$ cat src/rtl/core/matrix_vector_multiply_unit_defines.svh
// ----------------------------------------------------------------------------
// Matrix-vector multiply unit: assertion macros
// Immediate-implication and next-cycle checks, empty under synthesis.
// ----------------------------------------------------------------------------
`ifndef MATRIX_VECTOR_MULTIPLY_UNIT_DEFINES_SVH
`define MATRIX_VECTOR_MULTIPLY_UNIT_DEFINES_SVH

`ifndef SYNTHESIS
`define MVM_ASSERT_IMPLY(label, clk, rst, ante, cons, msg) \
   label: assert property (@(posedge clk) disable iff (rst) (ante) |-> (cons)) \
      else $error(msg);
`define MVM_ASSERT_NEXT(label, clk, rst, ante, cons, msg) \
   label: assert property (@(posedge clk) disable iff (rst) (ante) |=> (cons)) \
      else $error(msg);
`else
`define MVM_ASSERT_IMPLY(label, clk, rst, ante, cons, msg)
`define MVM_ASSERT_NEXT(label, clk, rst, ante, cons, msg)
`endif

`endif

$ cat src/rtl/core/mvm_ram.sv
// ----------------------------------------------------------------------------
// Matrix-vector multiply unit: element store
// Simple dual-port RAM, one write and one registered read per cycle.
// ----------------------------------------------------------------------------
`default_nettype none

module mvm_ram #(
   parameter int DEPTH = 64,
   parameter int WIDTH = 16
) (
   input  wire logic                             clock,
   input  wire logic                             we,
   input  wire logic [$clog2(DEPTH)-1:0]         waddr,
   input  wire logic [WIDTH-1:0]                 wdata,
   input  wire logic [$clog2(DEPTH)-1:0]         raddr,
   output      logic [WIDTH-1:0]                 rdata_ff
);

   logic [WIDTH-1:0] mem [DEPTH];

   always_ff @(posedge clock) begin
      if (we) begin
         mem[waddr] <= wdata;
      end
      rdata_ff <= mem[raddr];
   end

endmodule

`default_nettype wire

$ cat config.mk
export PLATFORM = sky130hd
export DESIGN_NAME = mvm_ram
export DESIGN_NICKNAME = d
export VERILOG_FILES = /design/src/rtl/core/matrix_vector_multiply_unit_defines.svh /design/src/rtl/core/mvm_ram.sv
export SDC_FILE = /design/constraint.sdc
export NUM_CORES = 1
export LEC_CHECK = 0
export ABC_AREA = 1
export BUFFER_PORTS_ARGS = -buffer_cell sky130_fd_sc_hd__buf_2
export CORE_ASPECT_RATIO = 1.2
export CORE_MARGIN = 2
export CORE_UTILIZATION = 40
export CTS_CLUSTER_SIZE = 10
export DETAILED_ROUTE_END_ITERATION = 6
export GPL_TIMING_DRIVEN = 0
export PLACE_DENSITY = 0.54
export SYNTH_ARGS = -nofsm -noshare
export SYNTH_HDL_FRONTEND = slang
export SYNTH_SLANG_ARGS = --single-unit
$ cat constraint.sdc
create_clock -name clock -period 5.95 [get_ports clock]
set_input_delay 0.2975 -clock clock [delete_from_list [all_inputs] [get_ports clock]]
set_output_delay 0.2975 -clock clock [all_outputs]
set_load 0.01 [all_outputs]
==> results.cfg <==
[clock_tree]
clockRootBuffer = clkbuf_16
htree_levels = 3
cts_resized = 0
clock_latency_ns = 0.70
clockBufferDepth = 3
cts_tree = built
clock_sink_count = 1040
cts-buffers-inserted = 115
clk_pin_slew_worst_paths_ns = 0.05

[floorplan]
fp.dieH_um = 359
initial_core_util = 0.403
die_x_um = 300
coreArea_sq_um = 105000
die-area_sq_um = 108000
num_rows = 130
pin_count = 46

[critical_path]
arrival_ns = 2.68
critPathBufInv = 3
slowest_stage = nor2_2
crit_end = mem[60][8]
crit_path_start = waddr[1]
worstSetupPathType = in -> reg
crit_path_start_kind = input pin
cp_max_fo = 9
r2r-start = mem[43][3]
r2r_cells = 8
crit_required_ns = 6.35
path_cells = clkbuf_1 > inv_1 > nand4_1 > nor2_2 > buf_8
cp.depth = 5
critPathTopFamily = simple AND/OR/NAND/NOR gates
critPathCaptureType = register
critPathMaxStageDelay_ns = 0.89
r2r_end = rdata_ff[3]
r2r_setup_slack_ns = 4.28

[layout]
multi_input_comb_area_sq_um = 9730
regArea_sq_um = 31100
mostFrequentLayoutCells = 1,296 x nand2_1, 1,024 x edfxtp_1, 871 x nand3_1
drive_gt1_frac = 0.129
layout_commonest_cell = nand2_1
fin_nets = 3784
fillCellCount = 9336
area_delta_synth_final_pct = 16.2
instances_no_fill = 5206

[detailed_routing]
route.detailed.drc = 0
drtIter0Drc = 2771
antenna_left = 0
vias_per_cell = 5.47
drt-wirelength-per-cell_um = 26.9
wirelength_um = 140000
first_pass_iters = 6
num_vias = 28500

[run_status]
run_status = complete, no violations

[place]
place.port_buffers = 37
gp_congestion = 0.974
placedCellCount = 5021
place_hpwl_um = 95900

[synth]
ys_seq_elements = 1040
syn_area_sq_um = 42100
synth_area_per_cell_sq_um = 12.0
synth_top_area_share = 0.730
synth.top_cells.by_area = edfxtp_1 73%, nand2_1 12%, nand3_1 10%
ys.warnings.count = 0
yosysTopAreaCell = edfxtp_1
synth.distinct_cells = 16
syn_nets = 3547
synthCells = 3517
yosysSeqAreaShare = 0.738

[global_routing]
grt_antenna_before_repair = 8
gr-total-overflow = 0
grt_use_total = 0.258
grt_max_degree = 65
grt_pass1_vias = 27300
grt_pass1_wl_um = 196000

[sta]
tns_ns = 0
setup_viol = 0
slew_headroom = 0.299
tightest_slew_ns = 1.05
rsz0062_at_grt = no
period_needed_ns = 2.28
finalCritPeriodShare = 0.384
timing.fmax_mhz = 438
final-hold-violation-count = 0
fin_worst_skew_ns = 0.0383
slew_viol_final = 0

[power]
p_per_area_nw_per_um2 = 322
ir_drop_mv = 0.212
p_leak_nw = 17.7

[hold_path]
hp-class = in -> reg

[run]
maxCapViolCount = 0
what timing repair did:
action                    in CTS  in global routing
setup buffers                  0                  0
hold endpoints to repair      25                  0
hold buffers                   2                  0
cell type report:
cell class	count	area share
plain buffers	225	0.0294
well taps	1386	0.0354
diodes	4	0.000205
clock buffers	172	0.0643
clock inverters	7	0.00243
flip-flops and latches	1040	0.635
repair buffers	120	0.0332
multi-input cells	2240	0.199
inverters	12	0.00107
worst register-to-register path: stages, from the launching register on:
cell      delay, ns
edfxtp_1       0.36
nand2_1        0.08
nand3_1        0.09
nand3_1        0.14
nand2_1        0.07
nand2_1        0.21
nand3_1        0.14
nand3_1        0.23
nand2_1        0.20
cell usage after synthesis:
master    count
buf_1        17
buf_2       113
buf_4        19
buf_6        49
buf_8         1
clkbuf_1     26
dfxtp_1      16
edfxtp_1   1024
inv_1         9
inv_2         2
inv_8         1
nand2_1    1296
nand3_1     871
nand4_1       9
nor2_1       56
nor4_1        8
stage by stage:
| step | utilization | total power [mW] | area (sq um) | hold slack, ns | setup WS, ns |
|---|---|---|---|---|---|
| 3_3_place_gp | 0.421 | 9.39 | 44000 | 0.692 | 0.970 |
| 4_1_cts | 0.468 | 15.8 | 48900 | 0.000612 | 3.79 |
| 6_report | 0.468 | 15.8 | 48900 | 0.0159 | 3.67 |
| 5_1_grt | 0.468 | 16.2 | 48900 | 0.0111 | 3.63 |
| 3_5_place_dp | 0.436 | 9.44 | 45600 | 0.692 | 3.06 |
| 2_1_floorplan | - | 8.83 | 42100 | 0.396 | 3.10 |
worst min-delay path by stage:
| stage | start | endpoint | slack [ns] | cells past startpoint |
|---|---|---|---|---|
| after global routing | wdata[0] | mem[33][0] | 0.01 | 1 |
| after CTS | wdata[0] | mem[33][0] | 0.0006 | 1 |
| after global placement | rdata_ff[5] | rdata_ff[5] | 0.69 | 1 |
| final | wdata[0] | mem[32][0] | 0.02 | 1 |
| after detailed placement | rdata_ff[5] | rdata_ff[5] | 0.69 | 1 |
| after floorplan | wdata[0] | mem[0][0] | 0.40 | 0 |
flip-flops by register name, summed over array words and instances, names as in the netlist:
register,count
rdata_ff,16
mem,1024
metal layers:
metal | GRT usage | up-vias | part of all wire
li1 | - | 12900 | -
met1 | 0.327 | 14100 | 0.39
met2 | 0.438 | 1215 | 0.50
met3 | 0.0378 | 280 | 0.070
met4 | 0.112 | 12 | 0.047
met5 | 0 | - | 0.00051
cells by family after synthesis:
kind of cell	Yosys count	share of synthesized area
buffers and inverters	237	0.0354
flip-flops	1040	0.738
AND/OR/NAND/NOR	2240	0.227
where the power goes:
group	leakage, nW	internal [mW]	switching, mW
registers	9.35	8.11	0.0139
clock network	1.57	3.67	2.78
logic	6.75	0.293	0.881
total	17.7	12.1	3.68
Note: power is estimated with default switching activity, not from simulation.
