File: config.mk
export PLATFORM = sky130hd
export DESIGN_NAME = mvm_mac
export DESIGN_NICKNAME = d
export VERILOG_FILES = /design/src/rtl/core/matrix_vector_multiply_unit_defines.svh /design/src/rtl/core/mvm_pkg.sv /design/src/rtl/core/mvm_mac.sv
export SDC_FILE = /design/constraint.sdc
export NUM_CORES = 1
export LEC_CHECK = 0
export BUFFER_PORTS_ARGS = -buffer_cell sky130_fd_sc_hd__clkbuf_2
export CORE_UTILIZATION = 64
export CTS_CLUSTER_SIZE = 28
export DETAILED_ROUTE_END_ITERATION = 6
export HOLD_SLACK_MARGIN = 0.08
export PLACE_DENSITY_LB_ADDON = 0.3
export REMOVE_ABC_BUFFERS = 1
export SLEW_MARGIN = 20
export SYNTH_ARGS = -nofsm -noshare
export SYNTH_HDL_FRONTEND = slang
export SYNTH_SLANG_ARGS = --single-unit
File: constraint.sdc
create_clock -name clock -period 18.3 [get_ports clock]
set_clock_uncertainty 0.1 [all_clocks]
set_input_delay 2.745 -clock clock [delete_from_list [all_inputs] [get_ports clock]]
set_output_delay 2.745 -clock clock [all_outputs]
set_load 0.02 [all_outputs]
File: src/rtl/core/matrix_vector_multiply_unit_defines.svh
// ----------------------------------------------------------------------------
// Matrix-vector multiply unit: assertion macros
// Immediate-implication and next-cycle checks, empty under synthesis.
// ----------------------------------------------------------------------------
`ifndef MATRIX_VECTOR_MULTIPLY_UNIT_DEFINES_SVH
`define MATRIX_VECTOR_MULTIPLY_UNIT_DEFINES_SVH

`ifndef SYNTHESIS
`define MVM_ASSERT_IMPLY(label, clk, rst, ante, cons, msg) \
   label: assert property (@(posedge clk) disable iff (rst) (ante) |-> (cons)) \
      else $error(msg);
`define MVM_ASSERT_NEXT(label, clk, rst, ante, cons, msg) \
   label: assert property (@(posedge clk) disable iff (rst) (ante) |=> (cons)) \
      else $error(msg);
`else
`define MVM_ASSERT_IMPLY(label, clk, rst, ante, cons, msg)
`define MVM_ASSERT_NEXT(label, clk, rst, ante, cons, msg)
`endif

`endif

File: src/rtl/core/mvm_pkg.sv
// ----------------------------------------------------------------------------
// Matrix-vector multiply unit: package
// Sizes, command and register codes, and the structs shared between modules.
// ----------------------------------------------------------------------------
`default_nettype none

package mvm_pkg;

   localparam int MAX_ROWS    = 64;
   localparam int MAX_COLUMNS = 64;

   // field widths
   localparam int CMD_W   = 2;
   localparam int IDX_W   = 6;
   localparam int ELEM_W  = 16;
   localparam int PROD_W  = 2 * ELEM_W;
   localparam int ACC_W   = 38;
   localparam int CNT_W   = 7;
   localparam int CSR_IDX_W = 2;

   // store geometry
   localparam int ROW_AW    = (MAX_ROWS > 1) ? $clog2(MAX_ROWS) : 1;
   localparam int COL_AW    = (MAX_COLUMNS > 1) ? $clog2(MAX_COLUMNS) : 1;
   localparam int MAT_DEPTH = MAX_ROWS * MAX_COLUMNS;
   localparam int MAT_AW    = (MAT_DEPTH > 1) ? $clog2(MAT_DEPTH) : 1;
   localparam int LIM_W     = ($clog2(MAX_COLUMNS + 1) > CNT_W) ?
                              $clog2(MAX_COLUMNS + 1) : CNT_W;

   // command codes
   localparam logic [CMD_W-1:0] CMD_MAT_WRITE = 2'd0;
   localparam logic [CMD_W-1:0] CMD_VEC_WRITE = 2'd1;
   localparam logic [CMD_W-1:0] CMD_COMPUTE   = 2'd2;

   // register indexes
   localparam logic [CSR_IDX_W-1:0] CSR_ROW_COUNT    = 2'd0;
   localparam logic [CSR_IDX_W-1:0] CSR_COLUMN_COUNT = 2'd1;

   localparam logic [CNT_W-1:0] ROW_COUNT_RESET    = 7'd64;
   localparam logic [CNT_W-1:0] COLUMN_COUNT_RESET = 7'd64;

   typedef struct packed {
      logic [LIM_W-1:0] rows;
      logic [LIM_W-1:0] cols;
   } cfg_type;

   typedef struct packed {
      logic valid;
      logic first;
      logic last;
      logic kill;
   } mac_tag_type;

   typedef struct packed {
      logic                    done;
      logic signed [ACC_W-1:0] sum;
   } mac_out_type;

   typedef struct packed {
      logic              we;
      logic [MAT_AW-1:0] waddr;
      logic [ELEM_W-1:0] wdata;
      logic [MAT_AW-1:0] raddr;
   } mat_port_type;

   typedef struct packed {
      logic              we;
      logic [COL_AW-1:0] waddr;
      logic [ELEM_W-1:0] wdata;
      logic [COL_AW-1:0] raddr;
   } vec_port_type;

endpackage

`default_nettype wire

File: src/rtl/core/mvm_mac.sv
// ----------------------------------------------------------------------------
// Matrix-vector multiply unit: multiply-accumulate
// Shared 16x16 multiplier and 38-bit accumulator, one element per cycle.
// ----------------------------------------------------------------------------
`default_nettype none

module mvm_mac (
   input  wire logic                                 clock,
   input  wire logic                                 reset,
   input  wire mvm_pkg::mac_tag_type                 tag,
   input  wire logic signed [mvm_pkg::ELEM_W-1:0]    mat_data,
   input  wire logic signed [mvm_pkg::ELEM_W-1:0]    vec_data,
   output      mvm_pkg::mac_out_type                 mac
);

   mvm_pkg::mac_tag_type                  s1_tag_ff;
   mvm_pkg::mac_tag_type                  s2_tag_ff;
   logic signed [mvm_pkg::PROD_W-1:0]     prod_ff;
   logic signed [mvm_pkg::PROD_W-1:0]     prod_in;
   logic signed [mvm_pkg::ACC_W-1:0]      acc_ff;
   logic signed [mvm_pkg::ACC_W-1:0]      acc_in;
   logic                                  done_ff;

   // stage 1 lines up with the store read data
   always_comb begin
      if (s1_tag_ff.kill) begin
         prod_in = '0;
      end else begin
         prod_in = mvm_pkg::PROD_W'(mat_data) * mvm_pkg::PROD_W'(vec_data);
      end
   end

   // clear on the first element of a row
   always_comb begin
      if (s2_tag_ff.first) begin
         acc_in = mvm_pkg::ACC_W'(prod_ff);
      end else begin
         acc_in = acc_ff + mvm_pkg::ACC_W'(prod_ff);
      end
   end

   always_ff @(posedge clock) begin
      if (reset) begin
         s1_tag_ff <= '0;
         s2_tag_ff <= '0;
         done_ff   <= 1'b0;
      end else begin
         s1_tag_ff <= tag;
         s2_tag_ff <= s1_tag_ff;
         done_ff   <= s2_tag_ff.valid && s2_tag_ff.last;
      end
   end

   always_ff @(posedge clock) begin
      if (s1_tag_ff.valid) begin
         prod_ff <= prod_in;
      end
      if (s2_tag_ff.valid) begin
         acc_ff <= acc_in;
      end
   end

   assign mac.done = done_ff;
   assign mac.sum  = acc_ff;

endmodule

`default_nettype wire

==> impl_metrics.json <==
{
  "cts_resized": 0,
  "synth_cell_type_count": 69,
  "setup_viol": 0,
  "whs_path_depth": 2,
  "grt_usage_pct": 27.24,
  "status": "finished clean",
  "fmax_mhz": 114.1,
  "clockBufferDepth": 2,
  "hpwlAfterDp_mm": 24.67,
  "ios": 77,
  "die_h_um": 152.9,
  "cp_slowest_stage_delay_ps": 840,
  "setup_tns_ps": 0,
  "synth.yosys.seq_area_share_pct": 15.53,
  "cts_hold_repair.buffers": 0,
  "cp.required_ps": 18250,
  "rsz0062_at_grt": "false",
  "critPathSlowestCell": "fa_1",
  "grt_first_pass_wirelength_mm": 50.83,
  "max-cap-violations": 0,
  "antenna_found_initial": 0,
  "synth_edf_count": 70,
  "start_util_pct": 65.95,
  "drive_above_1_share_pct": 8.392,
  "grt-ovfl-total": 0,
  "cp_data_arrival_time_ps": 8720,
  "ys_seq_elements": 78,
  "finalWorstSetupSlack_ps": 9534,
  "crit_type": "primary input to register",
  "final_cell_mix": "inv_1, fa_1, nand2_1",
  "wl_mm": 29.87,
  "cp-end-kind": "register",
  "io_buffers": 76,
  "drc": 0,
  "drv_slew": 0,
  "areaGrowthSynthToFinish_pct": 5.642,
  "worst_pin_slew_ps": 1033,
  "syn_avg_cell_area_sq_um": 9.624,
  "period_minus_slack_ps": 8766,
  "final_antenna_net_count": 0,
  "post_cts_buffers": 0,
  "startpoint_type": "primary input",
  "rr_startpoint": "prod_ff[7]",
  "pre_cts_slack_ps": 9174,
  "cts_tree": "built",
  "async_reset_ff_share_pct": 0,
  "critPathMaxFanout": 16,
  "gp_congestion": 0.9758,
  "worst_path_most_repeated_cell": "fa_1",
  "synth_cells": 1514,
  "cts_buffers": 9,
  "crit_family": "adder cells",
  "fin_crit_sh_pct": 47.90,
  "clock-root-buffer": "clkbuf_16",
  "core-area_sq_um": 22090,
  "cts_htree_levels": 3,
  "hold_start": "s2_tag_ff[1]",
  "path_clk_slew_ps": 60,
  "clk-insertion-delay-late_ps": 350,
  "cts.sinks": 78,
  "die_w_um": 152.9,
  "utilization_pct": 69.67,
  "r2r-end": "acc_ff[36]",
  "hold_end": "done_ff",
  "drt_iter0_markers": 589,
  "via_per_inst": 5.603,
  "worstRegToRegCells": 10,
  "relSlewSlack_pct": 31.04,
  "path_cells": "clkbuf_2 > nand2_1 > inv_1 > fa_1 > fa_1 > fa_1 > fa_1 > fa_1 > inv_1 > fa_1 > inv_1 > ha_1 > a21o_1 > a21o_1 > a21oi_1 > o21ai_0 > a21oi_1 > a21oi_1 > a2111oi_4 > o21a_1 > nor3_2",
  "crit_buf_inv": 4,
  "syn_area_sq_um": 14570,
  "hold_violations": 0,
  "hp-class": "register to register",
  "antenna_cells": 0,
  "ys.flop_type": "edfxtp_1",
  "grt_max_degree": 71,
  "rows": 54,
  "final_common_cell": "inv_1",
  "grt_pass1_vias": 10603,
  "num_vias": 10315,
  "first_pass_iters": 5,
  "wire_per_inst_um": 16.22,
  "fill_cells": 1682,
  "rrSetupSlack_ps": 15240,
  "yosysWarningCount": 0,
  "nets": 1976,
  "die_area_sq_um": 23370
}
worst max path at each step:
| stage | start | endpoint | cells past startpoint |
|---|---|---|---|
| after floorplan | vec_data[1] | prod_ff[31] | 20 |
| after detailed placement | vec_data[1] | prod_ff[31] | 21 |
| after CTS | vec_data[1] | prod_ff[31] | 21 |
| after global routing | vec_data[1] | prod_ff[31] | 21 |
| final | vec_data[1] | prod_ff[31] | 21 |
| after global placement | vec_data[1] | prod_ff[31] | 21 |
routing by layer:
layer  routed length (um)  global-route usage (%)
met5                    0                       0
met4                  451                   7.263
met3                 2183                   3.799
met2                13320                   43.29
met1                13910                   39.56
cell usage after synthesis, types with 10 or more instances:
cell / count / share of area (%)
a21o_1: 30 / 1.5
a21oi_1: 55 / 1.9
and2_1: 128 / 5.5
and3_1: 13 / 0.56
clkbuf_1: 41 / 1.1
edfxtp_1: 70 / 14
fa_1: 263 / 36
ha_1: 119 / 10
inv_1: 292 / 7.5
nand2_1: 170 / 4.4
nand2b_1: 10 / 0.43
nor2_1: 57 / 1.5
nor2b_1: 14 / 0.60
o21ai_0: 39 / 1.3
o21ai_1: 18 / 0.62
xnor2_1: 41 / 2.5
xor2_1: 25 / 1.5
registers in the layout, summed over array words and instances, names as in the netlist:
name       flops
s2_tag_ff      3
done_ff        1
s1_tag_ff      4
acc_ff        38
prod_ff       32
logic make-up (layout without fill, tap and decap cells):
| family | Yosys count | after routing | synth area share (%) |
|---|---|---|---|
| compound gates | 216 | 216 | 10.21 |
| xor+xnor | 66 | 66 | 3.967 |
| simple gates | 429 | 429 | 14.67 |
| fa+ha+maj | 382 | 382 | 46.35 |
| buf+inv | 340 | 387 | 9.051 |
| mux | 3 | 3 | 0.2233 |
| flops | 78 | 78 | 15.53 |
through the flow:
step / std cells / hold WS (ps) / instance area [sq um]
CTS: 1841 / 311.2 / 15390
finish: 1841 / 311.8 / 15390
global route: 1841 / 335.3 / 15390
detailed placement: 1825 / 302.5 / 15100
floorplan: 1466 / 295.2 / 14350
global placement: 1825 / 298.2 / 15100
worst min-delay path: stages, from the launching register on:
cell     delay, ps
dfxtp_1        300
nand2_1         50
nor2_1          30
final cells by class:
class | instances | area, sq um | share of cell area [%]
clock buffer | 9 | 225.2 | 1.463
clock inverter | 7 | 65.06 | 0.4227
inverter | 292 | 1096 | 7.121
multi-input combinational | 1096 | 10990 | 71.39
sequential | 78 | 2263 | 14.70
tap | 280 | 350.3 | 2.276
timing repair buffer | 79 | 402.9 | 2.617
Power is left out: the tool's default activity adds up to more than one toggle a clock period on the data nets, which glitch-free logic cannot reach.
