===== config.mk =====
export PLATFORM = sky130hd
export DESIGN_NAME = mvm_ctrl_flat
export DESIGN_NICKNAME = d
export VERILOG_FILES = /design/src/rtl/core/mvm_pkg.sv /design/src/rtl/core/mvm_if.sv /design/src/rtl/core/mvm_ctrl.sv /design/src/flat_wrapper.sv
export VERILOG_INCLUDE_DIRS = /design/src /design/src/rtl/core
export SDC_FILE = /design/constraint.sdc
export NUM_CORES = 1
export LEC_CHECK = 0
export BUFFER_PORTS_ARGS = -buffer_cell sky130_fd_sc_hd__buf_2
export CELL_PAD_IN_SITES_DETAIL_PLACEMENT = 0
export CELL_PAD_IN_SITES_GLOBAL_PLACEMENT = 1
export CORE_MARGIN = 4
export CORE_UTILIZATION = 30
export DETAILED_ROUTE_END_ITERATION = 8
export HOLD_SLACK_MARGIN = 0.08
export PLACE_DENSITY_LB_ADDON = 0.1
export SLEW_MARGIN = 20
export SYNTH_ARGS = -nofsm -noshare
export SYNTH_HDL_FRONTEND = slang
export SYNTH_SLANG_ARGS = --single-unit

===== constraint.sdc =====
create_clock -name clock -period 6.1 [get_ports clock]
set_input_delay 0.305 -clock clock [delete_from_list [all_inputs] [get_ports clock]]
set_output_delay 0.305 -clock clock [all_outputs]
set_load 0.01 [all_outputs]

===== src/rtl/core/matrix_vector_multiply_unit_defines.svh =====
// ----------------------------------------------------------------------------
// Matrix-vector multiply unit: assertion macros
// Immediate-implication and next-cycle checks, empty under synthesis.
// ----------------------------------------------------------------------------
`ifndef MATRIX_VECTOR_MULTIPLY_UNIT_DEFINES_SVH
`define MATRIX_VECTOR_MULTIPLY_UNIT_DEFINES_SVH

`ifndef SYNTHESIS
`define MVM_ASSERT_IMPLY(label, clk, rst, ante, cons, msg) \
   label: assert property (@(posedge clk) disable iff (rst) (ante) |-> (cons)) \
      else $error(msg);
`define MVM_ASSERT_NEXT(label, clk, rst, ante, cons, msg) \
   label: assert property (@(posedge clk) disable iff (rst) (ante) |=> (cons)) \
      else $error(msg);
`else
`define MVM_ASSERT_IMPLY(label, clk, rst, ante, cons, msg)
`define MVM_ASSERT_NEXT(label, clk, rst, ante, cons, msg)
`endif

`endif


===== src/rtl/core/mvm_pkg.sv =====
// ----------------------------------------------------------------------------
// Matrix-vector multiply unit: package
// Sizes, command and register codes, and the structs shared between modules.
// ----------------------------------------------------------------------------
`default_nettype none

package mvm_pkg;

   localparam int MAX_ROWS    = 64;
   localparam int MAX_COLUMNS = 64;

   // field widths
   localparam int CMD_W   = 2;
   localparam int IDX_W   = 6;
   localparam int ELEM_W  = 16;
   localparam int PROD_W  = 2 * ELEM_W;
   localparam int ACC_W   = 38;
   localparam int CNT_W   = 7;
   localparam int CSR_IDX_W = 2;

   // store geometry
   localparam int ROW_AW    = (MAX_ROWS > 1) ? $clog2(MAX_ROWS) : 1;
   localparam int COL_AW    = (MAX_COLUMNS > 1) ? $clog2(MAX_COLUMNS) : 1;
   localparam int MAT_DEPTH = MAX_ROWS * MAX_COLUMNS;
   localparam int MAT_AW    = (MAT_DEPTH > 1) ? $clog2(MAT_DEPTH) : 1;
   localparam int LIM_W     = ($clog2(MAX_COLUMNS + 1) > CNT_W) ?
                              $clog2(MAX_COLUMNS + 1) : CNT_W;

   // command codes
   localparam logic [CMD_W-1:0] CMD_MAT_WRITE = 2'd0;
   localparam logic [CMD_W-1:0] CMD_VEC_WRITE = 2'd1;
   localparam logic [CMD_W-1:0] CMD_COMPUTE   = 2'd2;

   // register indexes
   localparam logic [CSR_IDX_W-1:0] CSR_ROW_COUNT    = 2'd0;
   localparam logic [CSR_IDX_W-1:0] CSR_COLUMN_COUNT = 2'd1;

   localparam logic [CNT_W-1:0] ROW_COUNT_RESET    = 7'd64;
   localparam logic [CNT_W-1:0] COLUMN_COUNT_RESET = 7'd64;

   typedef struct packed {
      logic [LIM_W-1:0] rows;
      logic [LIM_W-1:0] cols;
   } cfg_type;

   typedef struct packed {
      logic valid;
      logic first;
      logic last;
      logic kill;
   } mac_tag_type;

   typedef struct packed {
      logic                    done;
      logic signed [ACC_W-1:0] sum;
   } mac_out_type;

   typedef struct packed {
      logic              we;
      logic [MAT_AW-1:0] waddr;
      logic [ELEM_W-1:0] wdata;
      logic [MAT_AW-1:0] raddr;
   } mat_port_type;

   typedef struct packed {
      logic              we;
      logic [COL_AW-1:0] waddr;
      logic [ELEM_W-1:0] wdata;
      logic [COL_AW-1:0] raddr;
   } vec_port_type;

endpackage

`default_nettype wire


===== src/rtl/core/mvm_if.sv =====
// ----------------------------------------------------------------------------
// Matrix-vector multiply unit: channel interfaces
// Valid/ready channels for command words and result words.
// ----------------------------------------------------------------------------
`default_nettype none

interface mvm_req_if;
   logic                             valid;
   logic                             ready;
   logic [mvm_pkg::CMD_W-1:0]        command;
   logic [mvm_pkg::IDX_W-1:0]        row_index;
   logic [mvm_pkg::IDX_W-1:0]        column_index;
   logic signed [mvm_pkg::ELEM_W-1:0] element_value;

   modport source (output valid, command, row_index, column_index, element_value,
                   input ready);
   modport sink (input valid, command, row_index, column_index, element_value,
                 output ready);
endinterface

interface mvm_rsp_if;
   logic                              valid;
   logic                              ready;
   logic signed [mvm_pkg::ACC_W-1:0]  product_value;
   logic [mvm_pkg::IDX_W-1:0]         result_row;
   logic                              last_row;

   modport source (output valid, product_value, result_row, last_row, input ready);
   modport sink (input valid, product_value, result_row, last_row, output ready);
endinterface

`default_nettype wire


===== src/rtl/core/mvm_ctrl.sv =====
// ----------------------------------------------------------------------------
// Matrix-vector multiply unit: sequencer
// Handles store writes, walks rows and columns, and holds the result word.
// ----------------------------------------------------------------------------
`default_nettype none
`include "matrix_vector_multiply_unit_defines.svh"

module mvm_ctrl (
   input  wire logic                  clock,
   input  wire logic                  reset,
   mvm_req_if.sink                    req,
   mvm_rsp_if.source                  rsp,
   input  wire mvm_pkg::cfg_type      cfg,
   input  wire mvm_pkg::mac_out_type  mac,
   output      mvm_pkg::mac_tag_type  tag,
   output      mvm_pkg::mat_port_type mat,
   output      mvm_pkg::vec_port_type vec
);

   localparam logic [1:0] ST_IDLE = 2'd0;
   localparam logic [1:0] ST_RUN  = 2'd1;
   localparam logic [1:0] ST_WAIT = 2'd2;
   localparam logic [1:0] ST_EMIT = 2'd3;

   logic [1:0]                          state_ff, state_in;
   logic [mvm_pkg::ROW_AW-1:0]          row_ff, row_in;
   logic [mvm_pkg::COL_AW-1:0]          col_ff, col_in;
   logic                                rsp_valid_ff, rsp_valid_in;
   logic signed [mvm_pkg::ACC_W-1:0]    rsp_value_ff, rsp_value_in;
   logic [mvm_pkg::IDX_W-1:0]           rsp_row_ff, rsp_row_in;
   logic                                rsp_last_ff, rsp_last_in;
   logic                                req_fire;
   logic                                col_last;
   logic                                row_last;
   logic                                mat_in_range;
   logic                                vec_in_range;

   assign req.ready = (state_ff == ST_IDLE);
   assign req_fire  = req.valid && req.ready;

   assign col_last = (cfg.cols == '0) ||
                     (mvm_pkg::LIM_W'(col_ff) + mvm_pkg::LIM_W'(1) == cfg.cols);
   assign row_last = (mvm_pkg::LIM_W'(row_ff) + mvm_pkg::LIM_W'(1) == cfg.rows);

   assign mat_in_range = (32'(req.row_index) < 32'(mvm_pkg::MAX_ROWS)) &&
                         (32'(req.column_index) < 32'(mvm_pkg::MAX_COLUMNS));
   assign vec_in_range = (32'(req.column_index) < 32'(mvm_pkg::MAX_COLUMNS));

   // store ports
   always_comb begin
      mat.we    = req_fire && (req.command == mvm_pkg::CMD_MAT_WRITE) && mat_in_range;
      mat.waddr = mvm_pkg::MAT_AW'(req.row_index) * mvm_pkg::MAT_AW'(mvm_pkg::MAX_COLUMNS)
                  + mvm_pkg::MAT_AW'(req.column_index);
      mat.wdata = req.element_value;
      mat.raddr = mvm_pkg::MAT_AW'(row_ff) * mvm_pkg::MAT_AW'(mvm_pkg::MAX_COLUMNS)
                  + mvm_pkg::MAT_AW'(col_ff);
      vec.we    = req_fire && (req.command == mvm_pkg::CMD_VEC_WRITE) && vec_in_range;
      vec.waddr = mvm_pkg::COL_AW'(req.column_index);
      vec.wdata = req.element_value;
      vec.raddr = col_ff;
   end

   // one element per cycle while walking a row; zero columns run one killed element
   always_comb begin
      tag.valid = (state_ff == ST_RUN);
      tag.first = (col_ff == '0);
      tag.last  = col_last;
      tag.kill  = (cfg.cols == '0);
   end

   always_comb begin
      state_in     = state_ff;
      row_in       = row_ff;
      col_in       = col_ff;
      rsp_valid_in = rsp_valid_ff && !rsp.ready;
      rsp_value_in = rsp_value_ff;
      rsp_row_in   = rsp_row_ff;
      rsp_last_in  = rsp_last_ff;
      unique case (state_ff)
         ST_IDLE: begin
            if (req_fire && (req.command == mvm_pkg::CMD_COMPUTE) && (cfg.rows != '0)) begin
               row_in   = '0;
               col_in   = '0;
               state_in = ST_RUN;
            end
         end
         ST_RUN: begin
            if (col_last) begin
               state_in = ST_WAIT;
            end else begin
               col_in = col_ff + mvm_pkg::COL_AW'(1);
            end
         end
         ST_WAIT: begin
            if (mac.done) begin
               state_in = ST_EMIT;
            end
         end
         ST_EMIT: begin
            // load the result word once the output register is free
            if (!rsp_valid_ff || rsp.ready) begin
               rsp_valid_in = 1'b1;
               rsp_value_in = mac.sum;
               rsp_row_in   = mvm_pkg::IDX_W'(row_ff);
               rsp_last_in  = row_last;
               col_in       = '0;
               if (row_last) begin
                  state_in = ST_IDLE;
               end else begin
                  row_in   = row_ff + mvm_pkg::ROW_AW'(1);
                  state_in = ST_RUN;
               end
            end
         end
      endcase
   end

   always_ff @(posedge clock) begin
      if (reset) begin
         state_ff     <= ST_IDLE;
         row_ff       <= '0;
         col_ff       <= '0;
         rsp_valid_ff <= 1'b0;
      end else begin
         state_ff     <= state_in;
         row_ff       <= row_in;
         col_ff       <= col_in;
         rsp_valid_ff <= rsp_valid_in;
      end
   end

   always_ff @(posedge clock) begin
      rsp_value_ff <= rsp_value_in;
      rsp_row_ff   <= rsp_row_in;
      rsp_last_ff  <= rsp_last_in;
   end

   assign rsp.valid         = rsp_valid_ff;
   assign rsp.product_value = rsp_value_ff;
   assign rsp.result_row    = rsp_row_ff;
   assign rsp.last_row      = rsp_last_ff;

   `MVM_ASSERT_IMPLY(a_done_in_wait, clock, reset, mac.done, state_ff == ST_WAIT, "row sum finished outside wait")
   `MVM_ASSERT_NEXT(a_emit_loads, clock, reset, (state_ff == ST_EMIT) && (!rsp_valid_ff || rsp.ready), rsp_valid_ff, "free output register not loaded")
   `MVM_ASSERT_NEXT(a_start_first, clock, reset, req_fire && (req.command == mvm_pkg::CMD_COMPUTE) && (cfg.rows != '0), tag.valid && tag.first && (row_ff == '0), "compute did not start at row zero column zero")

endmodule

`default_nettype wire


===== src/flat_wrapper.sv =====
// flat-port wrapper written by rule: the top's interface ports become plain ports
module mvm_ctrl_flat 
  (clock, reset, cfg, mac, tag, mat, vec, req_valid, req_command, req_row_index, req_column_index, req_element_value, req_ready, rsp_valid, rsp_product_value, rsp_result_row, rsp_last_row, rsp_ready);
  mvm_req_if req_i ();
  mvm_rsp_if rsp_i ();
  input  wire logic clock;
  input  wire logic reset;
  input  wire mvm_pkg::cfg_type cfg;
  input  wire mvm_pkg::mac_out_type mac;
  output      mvm_pkg::mac_tag_type tag;
  output      mvm_pkg::mat_port_type mat;
  output      mvm_pkg::vec_port_type vec;
  input wire logic [$bits(req_i.valid)-1:0] req_valid;
  input wire logic [$bits(req_i.command)-1:0] req_command;
  input wire logic [$bits(req_i.row_index)-1:0] req_row_index;
  input wire logic [$bits(req_i.column_index)-1:0] req_column_index;
  input wire logic [$bits(req_i.element_value)-1:0] req_element_value;
  output wire logic [$bits(req_i.ready)-1:0] req_ready;
  output wire logic [$bits(rsp_i.valid)-1:0] rsp_valid;
  output wire logic [$bits(rsp_i.product_value)-1:0] rsp_product_value;
  output wire logic [$bits(rsp_i.result_row)-1:0] rsp_result_row;
  output wire logic [$bits(rsp_i.last_row)-1:0] rsp_last_row;
  input wire logic [$bits(rsp_i.ready)-1:0] rsp_ready;
  assign req_i.valid = req_valid;
  assign req_i.command = req_command;
  assign req_i.row_index = req_row_index;
  assign req_i.column_index = req_column_index;
  assign req_i.element_value = req_element_value;
  assign req_ready = req_i.ready;
  assign rsp_valid = rsp_i.valid;
  assign rsp_product_value = rsp_i.product_value;
  assign rsp_result_row = rsp_i.result_row;
  assign rsp_last_row = rsp_i.last_row;
  assign rsp_i.ready = rsp_ready;
  mvm_ctrl u_core (.clock(clock), .reset(reset), .req(req_i), .rsp(rsp_i), .cfg(cfg), .mac(mac), .tag(tag), .mat(mat), .vec(vec));
endmodule

==> metrics.txt <==
asr flop ratio synth 0; IO Port Bufs 129; Worst-path clk slew 70 ps; area of the core 0.00991 mm2; Tcrit/Tclk final 0.426; Residual DRC 0; status completed; maximum clock rate between 300 and 400 MHz; post-synth top area cell edfxtp_1; syn_nets 362; die span in y 110 um; final number of hold-violating endpoints 0; area delta synth->final 18.7%; Ys Warns 0; DP Wirelength 5.51 mm; via count around 2200; final setup fails 0; CP peak stage delay 520 ps; Fin Setup TNS 0 ps; Post-synth EDFFs 45; Post-CTS Resized 0; antenna violations before repair 0; slew margin rel. 0.600; Max FO, Critical Path 11; CP max-delay cell a221oi_2; post-route ant nets 0; crit start category register; Top-Level Pins approximately 210; DR pass1 iterations 4; die area around 0.012 mm2; RSZ-0062 raised after global routing no; Crit Path Category register to register; Initial Utilization 0.312; Layout Utilization 0.370; CTS max path bufs 2; CTS root buf clkbuf_8; share of layout cells above drive strength 1 0.450; Post-CTS Hold Buffers 0; CTS buffer count 9; GRT Total Usage 0.119; vias in the first global route 2130; H-Tree Depth 3; worst path cell trace inv_1 > ha_1 > nor4b_1 > a221oi_2 > nand2_1 > a311oi_1 > buf_4 > a41oi_1 > a31o_2; Max-cap violations 0; commonest cells in the netlist buf_4 (57), edfxtp_1 (45), nand2_1 (17); first-pass GRT wire length about 11 mm; routability cong. 0.737; top cells by area, synth edfxtp_1 (44%), buf_4 (14%), dfxtp_1 (9.7%); vias per cell roughly 4.5; Synth Instances 268; diode count 0; Worst EP required 6320 ps; Synth cell types 49; Remaining Overflow, GRT 0; Netlist Area Pre-Place 0.00309 mm2; fillers 1058; CTS tree built; Routed WL 7.33 mm; min cycle time layout 2600 ps; register area share after synthesis 0.534; CTS sink cnt 60; die width 110 um; worst min-delay path category input pin to register; Setup crit end kind register; pwr dens ~290 mW/mm2; WL per Instance around 15 um; most frequent cell after synthesis buf_4; fin. max-slew vios 0; Final #Nets 438; placement row count 36; Synth top area share 0.437; leakage 1.54 nW; VDD IR max 0.143 mV; largest net degree at the start of global routing 46; Synth Flop Type edfxtp_1; WP data arrival 2820 ps; initial DRC count 76; post-CTS setup buffer count 0; final setup skew approximately 9.8 ps; Worst-Skew Late Latency 320 ps; syn_area_per_cell about 12 um2; #FFs+latches synth 60; measured slew at the worst slew-check pin 595 ps
## through the flow
step	hold slack, ps	area [um2]	setup slack (ps)	std cells	power, W
6_report	157	3670	3500	482	0.00105
5_1_grt	118	3670	3290	482	0.00111
4_1_cts	129	3670	3460	482	0.00107
3_5_place_dp	483	3460	3490	466	0.000669
3_3_place_gp	482	3460	3570	466	0.000669
2_1_floorplan	404	3090	1390	268	0.000632
## layout make-up
| class | instances | area (um2) | share of cell area |
|---|---|---|---|
| Tap cell | 133 | 166 | 0.0453 |
| Sequential cell | 60 | 1650 | 0.450 |
| Inverter | 12 | 45.0 | 0.0123 |
| Timing Repair Buffer | 131 | 661 | 0.180 |
| Clock buffer | 10 | 128 | 0.0348 |
| Multi-Input combinational cell | 130 | 932 | 0.254 |
| Clock inverter | 6 | 87.6 | 0.0239 |
## routing by layer
metal / global-route usage / vias up / wire (um)
met5: 0 / - / 0
met4: 0.0383 / 0 / 65
met3: 0.0452 / 10 / 736
met2: 0.179 / 97 / 3200
met1: 0.158 / 1000 / 3330
li1: - / 1068 / -
## state kept, by name, summed over array words and instances, names as in the netlist
register and cells:
u_core.state_ff 2, u_core.col_ff 6, u_core.rsp.last_row 1, u_core.rsp.result_row 6, u_core.row_ff 6, u_core.rsp.valid 1
u_core.rsp.product_value 38
## worst paths after layout
kind	start	to	slack, ps	depth (start not counted)
worst max-delay path	u_core.state_ff[1]	u_core.col_ff[3]	3500	9
worst min-delay path	mac[5]	u_core.rsp.product_value[5]	160	1
worst max register to register	u_core.state_ff[1]	u_core.col_ff[3]	3500	9
worst min register to register	u_core.state_ff[1]	u_core.state_ff[1]	560	2
## cells in the final DEF (no fill, tap or decap), types with 3 or more instances in the layout
| master | n |
|---|---|
| edfxtp_1 | 45 |
| and3_1 | 3 |
| dfxtp_1 | 15 |
| nor3_1 | 6 |
| nand2b_1 | 5 |
| nor4_1 | 3 |
| nand2_1 | 17 |
| nand3_1 | 6 |
| nor2_1 | 8 |
| a21oi_1 | 7 |
| xor2_1 | 7 |
| nand4_1 | 5 |
| xnor2_1 | 7 |
| clkbuf_8 | 9 |
| o21ai_0 | 7 |
| o22ai_1 | 3 |
| inv_1 | 11 |
| ha_1 | 7 |
| a311oi_1 | 3 |
| buf_2 | 129 |
| a31oi_1 | 4 |
## worst max-delay path: cells and delay by family, from the launching register on
family,cells,cell delay [ps]
AND/OR/NAND/NOR,2,340
AO/OA/AOI/OAI,4,1130
buffers and inverters,2,300
adder cells (fa/ha/maj),1,320
flip-flops,1,410
## power by group
part / internal [W] / leakage, nW / switching (W) / total, W
registers: 0.000453 / 0.533 / 0.00000938 / 0.000463
clock network: 0.000231 / 0.111 / 0.000157 / 0.000388
logic: 0.0000772 / 0.898 / 0.000119 / 0.000196
## kinds of logic (layout without fill, tap and decap cells)
group / after synthesis / count (layout) / synth area share
buf+inv: 78 / 159 / 0.168
simple gates: 65 / 65 / 0.116
flops: 60 / 60 / 0.534
compound gates: 43 / 43 / 0.110
xor+xnor: 14 / 14 / 0.0397
fa+ha+maj: 7 / 7 / 0.0283
mux: 1 / 1 / 0.00324
Power figures use the tool's default switching activity.
